[src/rtl/assert_macros.svh]
// Assertion macros for the RTL files; clocked on clk, quiet during rst.
`ifndef ASSERT_MACROS_SVH
`define ASSERT_MACROS_SVH

// Expression must hold at every clock edge out of reset.
`define ASSERT_ALWAYS(label, expr, msg) \
  label: assert property (@(posedge clk) disable iff (rst) (expr)) else $error(msg);

// Antecedent at one edge implies consequent at the next edge.
`define ASSERT_NEXT(label, ante, cons, msg) \
  label: assert property (@(posedge clk) disable iff (rst) (ante) |=> (cons)) else $error(msg);

`endif

[src/rtl/mru_pkg.sv]
// Types and constants for the MRU page replacement block.
`default_nettype none

package mru_pkg;

  localparam int PAGE_W     = 16;
  localparam int SLOT_W     = 4;
  localparam int COUNT_W    = 32;
  localparam int CFG_W      = 5;
  localparam int APB_ADDR_W = 3;
  localparam int APB_DATA_W = 32;

  localparam logic [CFG_W-1:0] FRAMES_IN_USE_RESET = 5'd16;

  // register index, taken from paddr word bits
  localparam logic REG_FRAMES_IN_USE = 1'b0;

  typedef struct packed {
    logic [PAGE_W-1:0] page_number;
    logic              last_access;
  } in_t;

  typedef struct packed {
    logic               hit;
    logic               evicted_valid;
    logic [PAGE_W-1:0]  evicted_page;
    logic [SLOT_W-1:0]  frame_slot;
    logic [COUNT_W-1:0] fault_count;
    logic [COUNT_W-1:0] access_count;
    logic               run_end;
  } out_t;

  typedef enum logic [1:0] {
    ST_IDLE,
    ST_SCAN,
    ST_FINISH
  } state_t;

endpackage

`default_nettype wire

[src/rtl/mru_apb_regs.sv]
// APB configuration register file: frame limit register and readback.
`default_nettype none

module mru_apb_regs (
  input  wire logic                            clk,
  input  wire logic                            rst,
  input  wire logic                            psel,
  input  wire logic                            penable,
  input  wire logic                            pwrite,
  input  wire logic [mru_pkg::APB_ADDR_W-1:0]  paddr,
  input  wire logic [mru_pkg::APB_DATA_W-1:0]  pwdata,
  output logic      [mru_pkg::APB_DATA_W-1:0]  prdata,
  output logic                                 pready,
  output logic      [mru_pkg::CFG_W-1:0]       frames_in_use
);
  import mru_pkg::*;

  logic reg_idx;
  logic wr_en;

  // word index; byte offset bits ignored
  assign reg_idx = paddr[APB_ADDR_W-1];
  assign wr_en   = psel && penable && pwrite;
  assign pready  = 1'b1;

  always_ff @(posedge clk) begin
    if (rst) begin
      frames_in_use <= FRAMES_IN_USE_RESET;
    end else if (wr_en && reg_idx == REG_FRAMES_IN_USE) begin
      frames_in_use <= pwdata[CFG_W-1:0];
    end
  end

  always_comb begin
    unique case (reg_idx)
      REG_FRAMES_IN_USE: prdata = {{(APB_DATA_W-CFG_W){1'b0}}, frames_in_use};
      default:           prdata = '0;
    endcase
  end

endmodule

`default_nettype wire

[src/rtl/mru_page_replacement.sv]
// MRU page replacement: fully associative frame table scanned by one comparator.
//
// Access channel (access_valid/access_stall/access) carries one page reference
// per beat; the result channel (result_valid/result_stall/result) returns one
// beat per access with hit/fault, evicted page, slot and running counts.
// One access at a time: after a beat is taken, a sequencer reads the frame
// store one entry per cycle through a single compare unit (the read port is
// registered, so the compare runs one entry behind), then a commit step
// updates the table and loads the output register. A new access is taken the
// cycle after commit; result_valid is registered from commit.
// The output register holds a result while result_stall is high; a next
// access is still taken and scanned, and waits in the commit step until the
// output register frees up. An access with last_access set ends the run: the
// table and counters clear as its result is loaded.
// Reset clears all valid bits, counters and the frame limit (to 16) and holds
// access_stall high; frame contents need no clearing. frames_in_use is set over
// the APB port at offset 0; 0 acts as 1, above FRAMES as FRAMES. The user must
// write it only while idle; the block itself does not enforce this.
`default_nettype none
`include "assert_macros.svh"

module mru_page_replacement #(
  parameter int FRAMES = 16
) (
  input  wire logic                            clk,
  input  wire logic                            rst,
  input  wire logic                            psel,
  input  wire logic                            penable,
  input  wire logic                            pwrite,
  input  wire logic [mru_pkg::APB_ADDR_W-1:0]  paddr,
  input  wire logic [mru_pkg::APB_DATA_W-1:0]  pwdata,
  output logic      [mru_pkg::APB_DATA_W-1:0]  prdata,
  output logic                                 pready,
  input  wire logic                            access_valid,
  output logic                                 access_stall,
  input  wire mru_pkg::in_t                    access,
  output logic                                 result_valid,
  input  wire logic                            result_stall,
  output mru_pkg::out_t                        result
);
  import mru_pkg::*;

  localparam int IDX_W = (FRAMES > 1) ? $clog2(FRAMES) : 1;
  localparam int CNT_W = $clog2(FRAMES + 1);
  localparam int LIM_W = ((CNT_W > CFG_W) ? CNT_W : CFG_W) + 1;

  state_t state, state_next;

  logic [CFG_W-1:0]   frames_in_use;

  // frame store
  logic [PAGE_W-1:0]  frame_page [FRAMES];
  logic [PAGE_W-1:0]  rd_data;
  logic [FRAMES-1:0]  frame_valid;

  // run state
  logic [IDX_W-1:0]   recent_frame;
  logic [CNT_W-1:0]   filled_count;
  logic [COUNT_W-1:0] faults;
  logic [COUNT_W-1:0] accesses;

  // per-access scan registers
  logic [PAGE_W-1:0]  page;
  logic               last;
  logic [CNT_W-1:0]   idx;
  logic               cmp_en;
  logic [IDX_W-1:0]   cmp_idx;
  logic               found;
  logic [IDX_W-1:0]   match_idx;
  logic               free_found;
  logic [IDX_W-1:0]   free_idx;
  logic [PAGE_W-1:0]  evict_page;

  logic               accept;
  logic               scan_live;
  logic [IDX_W-1:0]   scan_addr;
  logic               commit;

  logic [LIM_W-1:0]   cfg_ext;
  logic [LIM_W-1:0]   limit;
  logic               fill_ok;
  logic               use_free;
  logic [IDX_W-1:0]   slot;
  logic               fill_new;
  logic               evict;
  logic [COUNT_W-1:0] faults_next;
  logic [COUNT_W-1:0] accesses_next;
  logic [IDX_W+SLOT_W-1:0] slot_wide;

  mru_apb_regs u_regs (
    .clk           (clk),
    .rst           (rst),
    .psel          (psel),
    .penable       (penable),
    .pwrite        (pwrite),
    .paddr         (paddr),
    .pwdata        (pwdata),
    .prdata        (prdata),
    .pready        (pready),
    .frames_in_use (frames_in_use)
  );

  assign accept    = access_valid && !access_stall;
  assign scan_live = idx < CNT_W'(FRAMES);
  assign scan_addr = idx[IDX_W-1:0];
  assign commit    = (state == ST_FINISH) && (!result_valid || !result_stall);

  // ---------------- sequencer ----------------
  always_ff @(posedge clk) begin
    if (rst) begin
      state <= ST_IDLE;
    end else begin
      state <= state_next;
    end
  end

  always_comb begin
    state_next   = state;
    access_stall = 1'b1;
    unique case (state)
      ST_IDLE: begin
        access_stall = rst;
        if (access_valid) state_next = ST_SCAN;
      end
      ST_SCAN: begin
        if (!scan_live) state_next = ST_FINISH;
      end
      ST_FINISH: begin
        if (commit) state_next = ST_IDLE;
      end
      default: state_next = ST_IDLE;
    endcase
  end

  // ---------------- replacement decision ----------------
  always_comb begin
    cfg_ext = LIM_W'(frames_in_use);
    if (cfg_ext == '0) begin
      limit = LIM_W'(1);
    end else if (cfg_ext > LIM_W'(FRAMES)) begin
      limit = LIM_W'(FRAMES);
    end else begin
      limit = cfg_ext;
    end
    fill_ok  = LIM_W'(filled_count) < limit;
    use_free = fill_ok && free_found;
    if (found) begin
      slot = match_idx;
    end else if (use_free) begin
      slot = free_idx;
    end else begin
      slot = recent_frame;
    end
    // a fault claims a new frame when it takes a free one or the MRU slot is empty
    fill_new = !found && (use_free || !frame_valid[slot]);
    evict    = !found && !fill_new;

    accesses_next = (accesses == '1) ? accesses : accesses + COUNT_W'(1);
    if (!found && faults != '1) begin
      faults_next = faults + COUNT_W'(1);
    end else begin
      faults_next = faults;
    end
    slot_wide = {{SLOT_W{1'b0}}, slot};
  end

  // ---------------- frame store ----------------
  always_ff @(posedge clk) begin
    if (state == ST_SCAN && scan_live) begin
      rd_data <= frame_page[scan_addr];
    end
    if (commit && !found) begin
      frame_page[slot] <= page;
    end
  end

  // ---------------- scan datapath ----------------
  always_ff @(posedge clk) begin
    if (rst) begin
      cmp_en <= 1'b0;
    end else begin
      cmp_en <= (state == ST_SCAN) && scan_live;
    end
  end

  always_ff @(posedge clk) begin
    if (accept) begin
      page       <= access.page_number;
      last       <= access.last_access;
      idx        <= '0;
      found      <= 1'b0;
      free_found <= 1'b0;
    end else if (state == ST_SCAN) begin
      cmp_idx <= scan_addr;
      if (scan_live) begin
        idx <= idx + CNT_W'(1);
        if (!free_found && !frame_valid[scan_addr]) begin
          free_found <= 1'b1;
          free_idx   <= scan_addr;
        end
      end
      // compare stage, one entry behind the read address
      if (cmp_en) begin
        if (!found && frame_valid[cmp_idx] && rd_data == page) begin
          found     <= 1'b1;
          match_idx <= cmp_idx;
        end
        if (cmp_idx == recent_frame) begin
          evict_page <= rd_data;
        end
      end
    end
  end

  // ---------------- run state and output register ----------------
  always_ff @(posedge clk) begin
    if (rst) begin
      frame_valid  <= '0;
      recent_frame <= '0;
      filled_count <= '0;
      faults       <= '0;
      accesses     <= '0;
      result_valid <= 1'b0;
    end else begin
      if (commit) begin
        result_valid <= 1'b1;
        if (last) begin
          frame_valid  <= '0;
          recent_frame <= '0;
          filled_count <= '0;
          faults       <= '0;
          accesses     <= '0;
        end else begin
          if (fill_new) begin
            frame_valid[slot] <= 1'b1;
            filled_count      <= filled_count + CNT_W'(1);
          end
          recent_frame <= slot;
          faults       <= faults_next;
          accesses     <= accesses_next;
        end
      end else if (result_valid && !result_stall) begin
        result_valid <= 1'b0;
      end
    end
  end

  always_ff @(posedge clk) begin
    if (commit) begin
      result.hit           <= found;
      result.evicted_valid <= evict;
      result.evicted_page  <= evict ? evict_page : '0;
      result.frame_slot    <= slot_wide[SLOT_W-1:0];
      result.fault_count   <= faults_next;
      result.access_count  <= accesses_next;
      result.run_end       <= last;
    end
  end

  // ---------------- checks ----------------
  `ASSERT_ALWAYS(a_fill_bound, filled_count <= CNT_W'(FRAMES), "filled_count above FRAMES")
  `ASSERT_ALWAYS(a_fill_tracks_valid, int'(filled_count) == $countones(frame_valid),
                 "filled_count out of step with valid bits")
  `ASSERT_ALWAYS(a_hit_no_evict, !(result_valid && result.hit && result.evicted_valid),
                 "hit reported with eviction")
  `ASSERT_NEXT(a_run_end_clears, commit && last, filled_count == '0 && accesses == '0,
               "run state not cleared after last access")

endmodule

`default_nettype wire

[config.mk]
export PLATFORM = sky130hd
export DESIGN_NAME = mru_page_replacement
export DESIGN_NICKNAME = d
export VERILOG_FILES = /design/src/rtl/mru_pkg.sv /design/src/rtl/mru_apb_regs.sv /design/src/rtl/mru_page_replacement.sv
export VERILOG_INCLUDE_DIRS = /design/src /design/src/rtl
export SDC_FILE = /design/constraint.sdc
export NUM_CORES = 1
export LEC_CHECK = 0
export BUFFER_PORTS_ARGS = -buffer_cell sky130_fd_sc_hd__buf_4
export CORE_MARGIN = 4
export CORE_UTILIZATION = 55
export DETAILED_ROUTE_END_ITERATION = 10
export PLACE_DENSITY = 0.74
export SETUP_SLACK_MARGIN = 0.1
export SYNTH_ARGS = -nofsm -noshare
export SYNTH_HDL_FRONTEND = slang
export SYNTH_HIERARCHICAL = 1
export SYNTH_SLANG_ARGS = --single-unit
export TNS_END_PERCENT = 100
[constraint.sdc]
create_clock -name clk -period 5.9 [get_ports clk]
set_input_delay 1.18 -clock clk [delete_from_list [all_inputs] [get_ports clk]]
set_output_delay 1.18 -clock clk [all_outputs]
set_load 0.005 [all_outputs]
* Yosys cells after proc, flatten, opt, wreduce, memory -nomap -nowiden
Memory sizes are Yosys's and may differ from the RTL's. A register that Yosys moved wholly into a read port is not among the register bits.
Cells that the tools add are included.
** Operators by class
- Add/sub/neg operators :: 4
- Magnitude comparators :: 7
- Equal/unequal tests :: 9
- Multiplexer cells :: 31
- Bitwise gates (word level) :: 3
- Reductions and logical operators :: 39
** Operators with widths (count)
- 32-bit 2-to-1 mux :: 4
- 32-bit by 1-bit adder with 32-bit output (second input constant) :: 2
- 32-bit == test (second input constant) :: 1
- 16-bit 2-to-1 mux :: 2
- 32-bit != test (second input constant) :: 1
- 5-bit 2-to-1 mux :: 5
- 16-bit == test :: 1
- 1-bit logical AND :: 16
- 16-bit bitwise OR :: 1
- 4-bit by 5-bit less-than comparator with 1-bit output (second input constant) :: 3
- 1-bit binary-select mux with 4-bit select :: 3
- 4-bit 2-to-1 mux :: 3
- 4-bit AND reduction :: 3
- 5-bit by 1-bit adder with 5-bit output (second input constant) :: 2
- 1-bit 2-to-1 mux :: 9
- 3-bit AND reduction :: 3
- 1-bit logical NOT :: 8
- 5-bit by 6-bit less-than comparator with 1-bit output :: 1
- 2-bit 2-to-1 mux :: 3
- 2-bit != test (second input constant) :: 3
- 2-bit case mux with 3 select lines :: 1
- 2-bit AND reduction :: 3
- 5-bit > comparator (second input constant) :: 1
- 5-bit logical NOT :: 1
- 10 further kinds :: 13
** Word-level totals
- Register bits after elaboration :: 237
- Memory bits (writable) :: 256
- Output and inout bits :: 122
- Logic and storage cells :: 119
- Memories :: 1
** Memory list
- frame_page :: depth 16, bits a word 16, read ports 1, clocked after Yosys merged registers in 1, wr ports 1, RTL line mru_page_replacement.sv:52 : logic [PAGE_W-1:0] frame_page [FRAMES];

* Depth between registers and ports, before layout
- Depth in word-level cells :: 14
- Gate-level depth with buffers :: 15
- Gate-level depth less buffers :: 13

* Hierarchy
Netlist, hierarchy kept.
** Modules (own cells, without submodules)
- mru_page_replacement :: instances 1, cells each 1312, area an instance 20728.6 um^2, sequential area each 14133.6 um^2
- mru_apb_regs :: instances 1, cells each 58, area an instance 494.2 um^2, sequential area each 100.1 um^2

* Worst setup path after synthesis
Ideal clock, no wire load.
- Path kind :: input to register
- From :: input result_stall
- To :: register accesses[4]
- Library setup time :: 128 ps
- Arrival time :: 4677 ps
- Data required time :: 5772 ps
- Path slack :: 1095 ps
- Stages on the path :: 7
- Buffers on the path :: 1
- Cell sequence :: nand2_1 > nand2b_1 > inv_1 > clkbuf_1 > o21ai_0 > a21oi_1 > nor2_1
** Between the ends
- Cells in the longest elaborated chain, start to end :: 3
** Ends and longest elaborated chain
- start, declared :: RTL line mru_page_replacement.sv:38 : input wire logic result_stall,
- 1-bit logical NOT :: RTL line mru_page_replacement.sv:106 : assign commit = (state == ST_FINISH) && (!result_valid || !result_stall);
- 1-bit logical OR :: RTL line mru_page_replacement.sv:106
- 1-bit logical AND :: RTL line mru_page_replacement.sv:106
- via commit :: RTL line mru_page_replacement.sv:77 : logic commit;
- end signal, assigned :: RTL line mru_page_replacement.sv:240 : accesses <= accesses_next;
- end, declared :: RTL line mru_page_replacement.sv:60 : logic [COUNT_W-1:0] accesses;
The timed path passes the listed nets, and every way through them passes these cells.
A chain may end at the register's enable or synchronous reset.

* Worst setup path after layout
- From :: register u_regs/frames_in_use[4] in the netlist's numbering
- To :: register frame_valid[0]
** Between the ends
- Cells in the longest elaborated chain, start to end :: 14
- Elaborated cells on any way between the ends :: 23
- Those cells by class :: 4 x order compare; 10 x mux; 1 x bitwise; 8 x reduce/logical
** Ends and longest elaborated chain
- start, declared :: RTL line mru_apb_regs.sv:14 : output logic [mru_pkg::CFG_W-1:0] frames_in_use
- start signal, assigned :: RTL line mru_apb_regs.sv:30 : frames_in_use <= pwdata[CFG_W-1:0];
- 5-bit > comparator :: RTL line mru_page_replacement.sv:140 : end else if (cfg_ext > LIM_W'(FRAMES)) begin
- 5-bit 2-to-1 mux :: RTL line mru_page_replacement.sv:140
- 5-bit 2-to-1 mux (*) :: RTL line mru_page_replacement.sv:138 : if (cfg_ext == '0) begin
- 5-bit by 6-bit less-than comparator with 1-bit output (*) :: RTL line mru_page_replacement.sv:145 : fill_ok = LIM_W'(filled_count) < limit;
- 1-bit logical AND (*) :: RTL line mru_page_replacement.sv:146 : use_free = fill_ok && free_found;
- 4-bit 2-to-1 mux :: RTL line mru_page_replacement.sv:149 : end else if (use_free) begin
- 4-bit 2-to-1 mux :: RTL line mru_page_replacement.sv:147 : if (found) begin
- 4-bit by 5-bit less-than comparator with 1-bit output (implied by the code) (tied with other cells) :: RTL line mru_page_replacement.sv:235 : frame_valid[slot] <= 1'b1;
- 1-bit logical AND (implied by the code) or 1-bit 2-to-1 mux (tied branches) :: RTL line mru_page_replacement.sv:235, mru_page_replacement.sv:155
- 1-bit 2-to-1 mux (implied by the code) or 1-bit logical NOT (tied branches) :: RTL line mru_page_replacement.sv:235, mru_page_replacement.sv:155
- 1-bit demux with 4-bit select or 1-bit logical OR (tied branches) :: RTL line mru_page_replacement.sv:235, mru_page_replacement.sv:155
- 16-bit bitwise OR (no line) or 1-bit logical AND (tied branches)
- 16-bit 2-to-1 mux or 2-bit nonzero test (tied branches)
- 16-bit 2-to-1 mux or 2-bit AND reduction (tied branches)
- end signal, assigned :: RTL line mru_page_replacement.sv:218 : frame_valid <= '0;
- end signal, assigned :: RTL line mru_page_replacement.sv:228 : frame_valid <= '0;
- end signal, assigned by index :: RTL line mru_page_replacement.sv:235
- end, declared :: RTL line mru_page_replacement.sv:54 : logic [FRAMES-1:0] frame_valid;
Every way passes the cells marked *; elsewhere a longest branch is shown, timed or not. The select of a mux whose other input is x is not followed.

==> metrics.md <==
| Metric | Value |
|---|---|
| Placer Congestion | `0.8896` |
| Final period util | `65.91%` |
| Die Width | `204.4 um` |
| Area growth from synthesis to layout | `14.20%` |
| Main area contributors after synthesis | `edfxtp_1 (57%), dfxtp_1 (9.9%), mux4_2 (9.6%)` |
| Count of cell types in the netlist | `81` |
| Multi-input logic area | `6519 sq um` |
| Final Hold Viols | `0` |
| Number of diodes | `0` |
| Req. time, crit path | `6.35 ns` |
| All-Layer GR Usage | `22.30%` |
| Arrival time at the worst endpoint | `4.34 ns` |
| Least-Margin Pin Slew | `1.205 ns` |
| IO Count | `181` |
| GRT overflow | `0` |
| Detail Route Antenna Nets | `0` |
| Nets@finish | `1571` |
| Die footprint | `41790 sq um` |
| Critical path class | `flop to flop` |
| Worst Setup Start Kind | `flop` |
| Worst Skew | `0.03422 ns` |
| Endpoints failing setup | `0` |
| Number of global-route vias before repair | `11930` |
| Slew headroom | `19.48%` |
| Initial Utilization | `56.08%` |
| Port Buf Inserts | `123` |
| # clock sinks | `509` |
| Largest net degree at the start of global routing | `81` |
| Async set or reset register ratio after synthesis | `0%` |
| H-tree Lvls | `2` |
| Fin cells | `2056` |
| Core Footprint | `37840 sq um` |
| Rows | `71` |
| Synth cell count leaders | `edfxtp_1 (404), dfxtp_1 (105), nor2_1 (101), mux4_2 (90), xnor2_1 (54)` |
| Routed Wire Length | `46690 um` |
| Cells after DPL | `1963` |
| CTS Buffer Depth | `3` |
| Post-synth top area cell | `edfxtp_1` |
| Power per cell area | `346.4 nW/um^2` |
| Class of the worst hold path | `flop to flop` |
| Register cell area after layout | `14240 sq um` |
| Setup TNS | `0 ns` |
| Drt pass-1 iters | `7` |
| CP endpoint kind | `flop` |
| Chip Height | `204.4 um` |
| Seq/Total Area, Yosys | `67.07%` |
| Number of hold buffers added after CTS | `0` |
| Number of remaining DRC errors | `0` |
| Unrepaired setup endpoints after global routing | `false` |
| Primary FF master, synth | `edfxtp_1` |
| Initial antenna violation count | `0` |
| Post-DR wirelength/cell | `22.71 um` |
| CTS tree | `done` |
| Inserted Clock Buffers | `50` |
| Status | `finished, final reports clean` |
| FF+latch count, synth | `509` |
| Synth top area share | `57.16%` |
| Post-Syn Instances | `1370` |
| Root Driver | `clkbuf_16` |
| Post-synth EDFFs | `404` |
| # fillers | `2651` |
| Post-CTS setup buffers | `0` |
| Layout cells sized above 1 | `23.88%` |
| Worst Path Max Fanout | `14` |
| Worst-Skew Late Latency | `0.59 ns` |
| VDD IR max | `252.5 uV` |
| DR iter-0 viols | `1180` |
| Fmax | `257.2 MHz` |
| Post-CTS Resized | `0` |
| Leak | `0.008024 uW` |
| Max Cap Violations | `0` |
| Mapped cell area | `21220 sq um` |
| Via density | `6.030` |
| Most frequent cell after synthesis | `edfxtp_1` |
| Via Count | `12400` |
| Clk slew on worst S/H paths | `0.06 ns` |
| Synth Warn # | `6` |
| First-pass GRT wire length | `71900 um` |
| Post-DP HPWL | `27380 um` |
| Fin crit period | `3.889 ns` |
| Fin. max-slew vios | `0` |
| Mean area per synthesized cell | `15.49 sq um` |
stage by stage:
stage | util, % | power, uW | setup WS (ns) | cell area, sq um | hold slack (ns)
after global placement | 59.81 | 5374 | 2.237 | 22630 | 0.4535
after floorplan | - | 5100 | 1.095 | 21320 | 0.4029
after detailed placement | 59.81 | 5386 | 2.166 | 22630 | 0.4582
final | 64.04 | 8395 | 2.011 | 24240 | 0.4671
after global routing | 64.04 | 8719 | 1.834 | 24240 | 0.4763
after CTS | 64.04 | 8455 | 2.108 | 24240 | 0.4678
kinds of logic after synthesis:
kind of cell | Yosys count | share of synthesized area [%]
flip-flops | 509 | 67.07
AND/OR/NAND/NOR | 338 | 8.666
AO/OA/AOI/OAI | 201 | 6.910
buffers and inverters | 117 | 2.765
multiplexers | 111 | 10.62
XOR/XNOR | 84 | 3.467
adder cells (fa/ha/maj) | 8 | 0.4717
other | 2 | 0.03539
worst paths after layout:
path,start,to,slack [ns],cells past startpoint
min reg2reg,rd_data[6]$_DFFE_PP_,evict_page[6]$_DFFE_PP_,0.47,0
max,u_regs/frames_in_use[4]$_SDFFE_PP1P_,frame_valid[0]$_SDFFE_PP0P_,2.01,11
max reg2reg,u_regs/frames_in_use[4]$_SDFFE_PP1P_,frame_valid[0]$_SDFFE_PP0P_,2.01,11
min,rd_data[6]$_DFFE_PP_,evict_page[6]$_DFFE_PP_,0.47,0
final cells by class:
class / instances / area share (%)
inverters: 17 / 0.2736
multi-input cells: 770 / 26.90
flip-flops and latches: 509 / 58.75
well taps: 511 / 2.638
clock inverters: 35 / 1.105
clock buffers: 58 / 5.503
repair buffers: 156 / 4.832
where the power goes:
| part | switching, uW | internal [uW] |
|---|---|---|
| clock | 1320 | 1750 |
| combinational | 550 | 601 |
| sequential | 193 | 3980 |
| total | 2070 | 6330 |
worst max-delay path, stage by stage (launching register included):
cell and delay, ns:
dfxtp_1 0.38, inv_1 0.10, ha_1 0.42, and3_1 0.47, a211oi_1 0.10, a2111o_1 0.41
and3_1 0.31, mux2_2 0.36, a21o_1 0.24, nor3_4 0.54, nor4_2 0.18, a22o_1 0.23
metal layers:
layer	wire [um]	global-route usage [%]	part of all wire (%)	vias to the layer above
met5	0	0	0	-
met4	1036	5.623	2.2	0
met3	3392	3.729	7.3	72
met2	23250	36.80	50	508
met1	19010	31.46	41	6255
li1	-	-	-	5563
flip-flops by register name, summed over array words and instances, names as in the netlist, 4 cells and up:
register and count:
u_regs/frames_in_use 5, free_idx 4, recent_frame 4, cmp_idx 4, match_idx 4, idx 5, evict_page 16, accesses 32
faults 32, filled_count 5, frame_valid 16, frame_page 256, result 87, page 16, rd_data 16
cells in the final DEF, fill, tap and decap left out, types with 9 or more instances in the layout:
| cell | n |
|---|---|
| nand3_1 | 34 |
| a22oi_1 | 38 |
| nor2_1 | 100 |
| inv_1 | 14 |
| edfxtp_1 | 404 |
| a22o_1 | 16 |
| clkinv_1 | 13 |
| conb_1 | 28 |
| buf_4 | 156 |
| nand4_1 | 17 |
| clkbuf_16 | 52 |
| and3_1 | 18 |
| a21oi_1 | 41 |
| xnor2_1 | 54 |
| a32o_1 | 10 |
| mux2i_1 | 11 |
| nand2_1 | 43 |
| a31oi_1 | 10 |
| nor3_1 | 18 |
| nor4_1 | 9 |
| clkinv_2 | 15 |
| nand2b_1 | 19 |
| o21ai_0 | 39 |
| or3_1 | 16 |
| and2_1 | 21 |
| dfxtp_1 | 103 |
| xor2_1 | 30 |
| mux4_2 | 90 |
(Power assumes the default switching activity.)
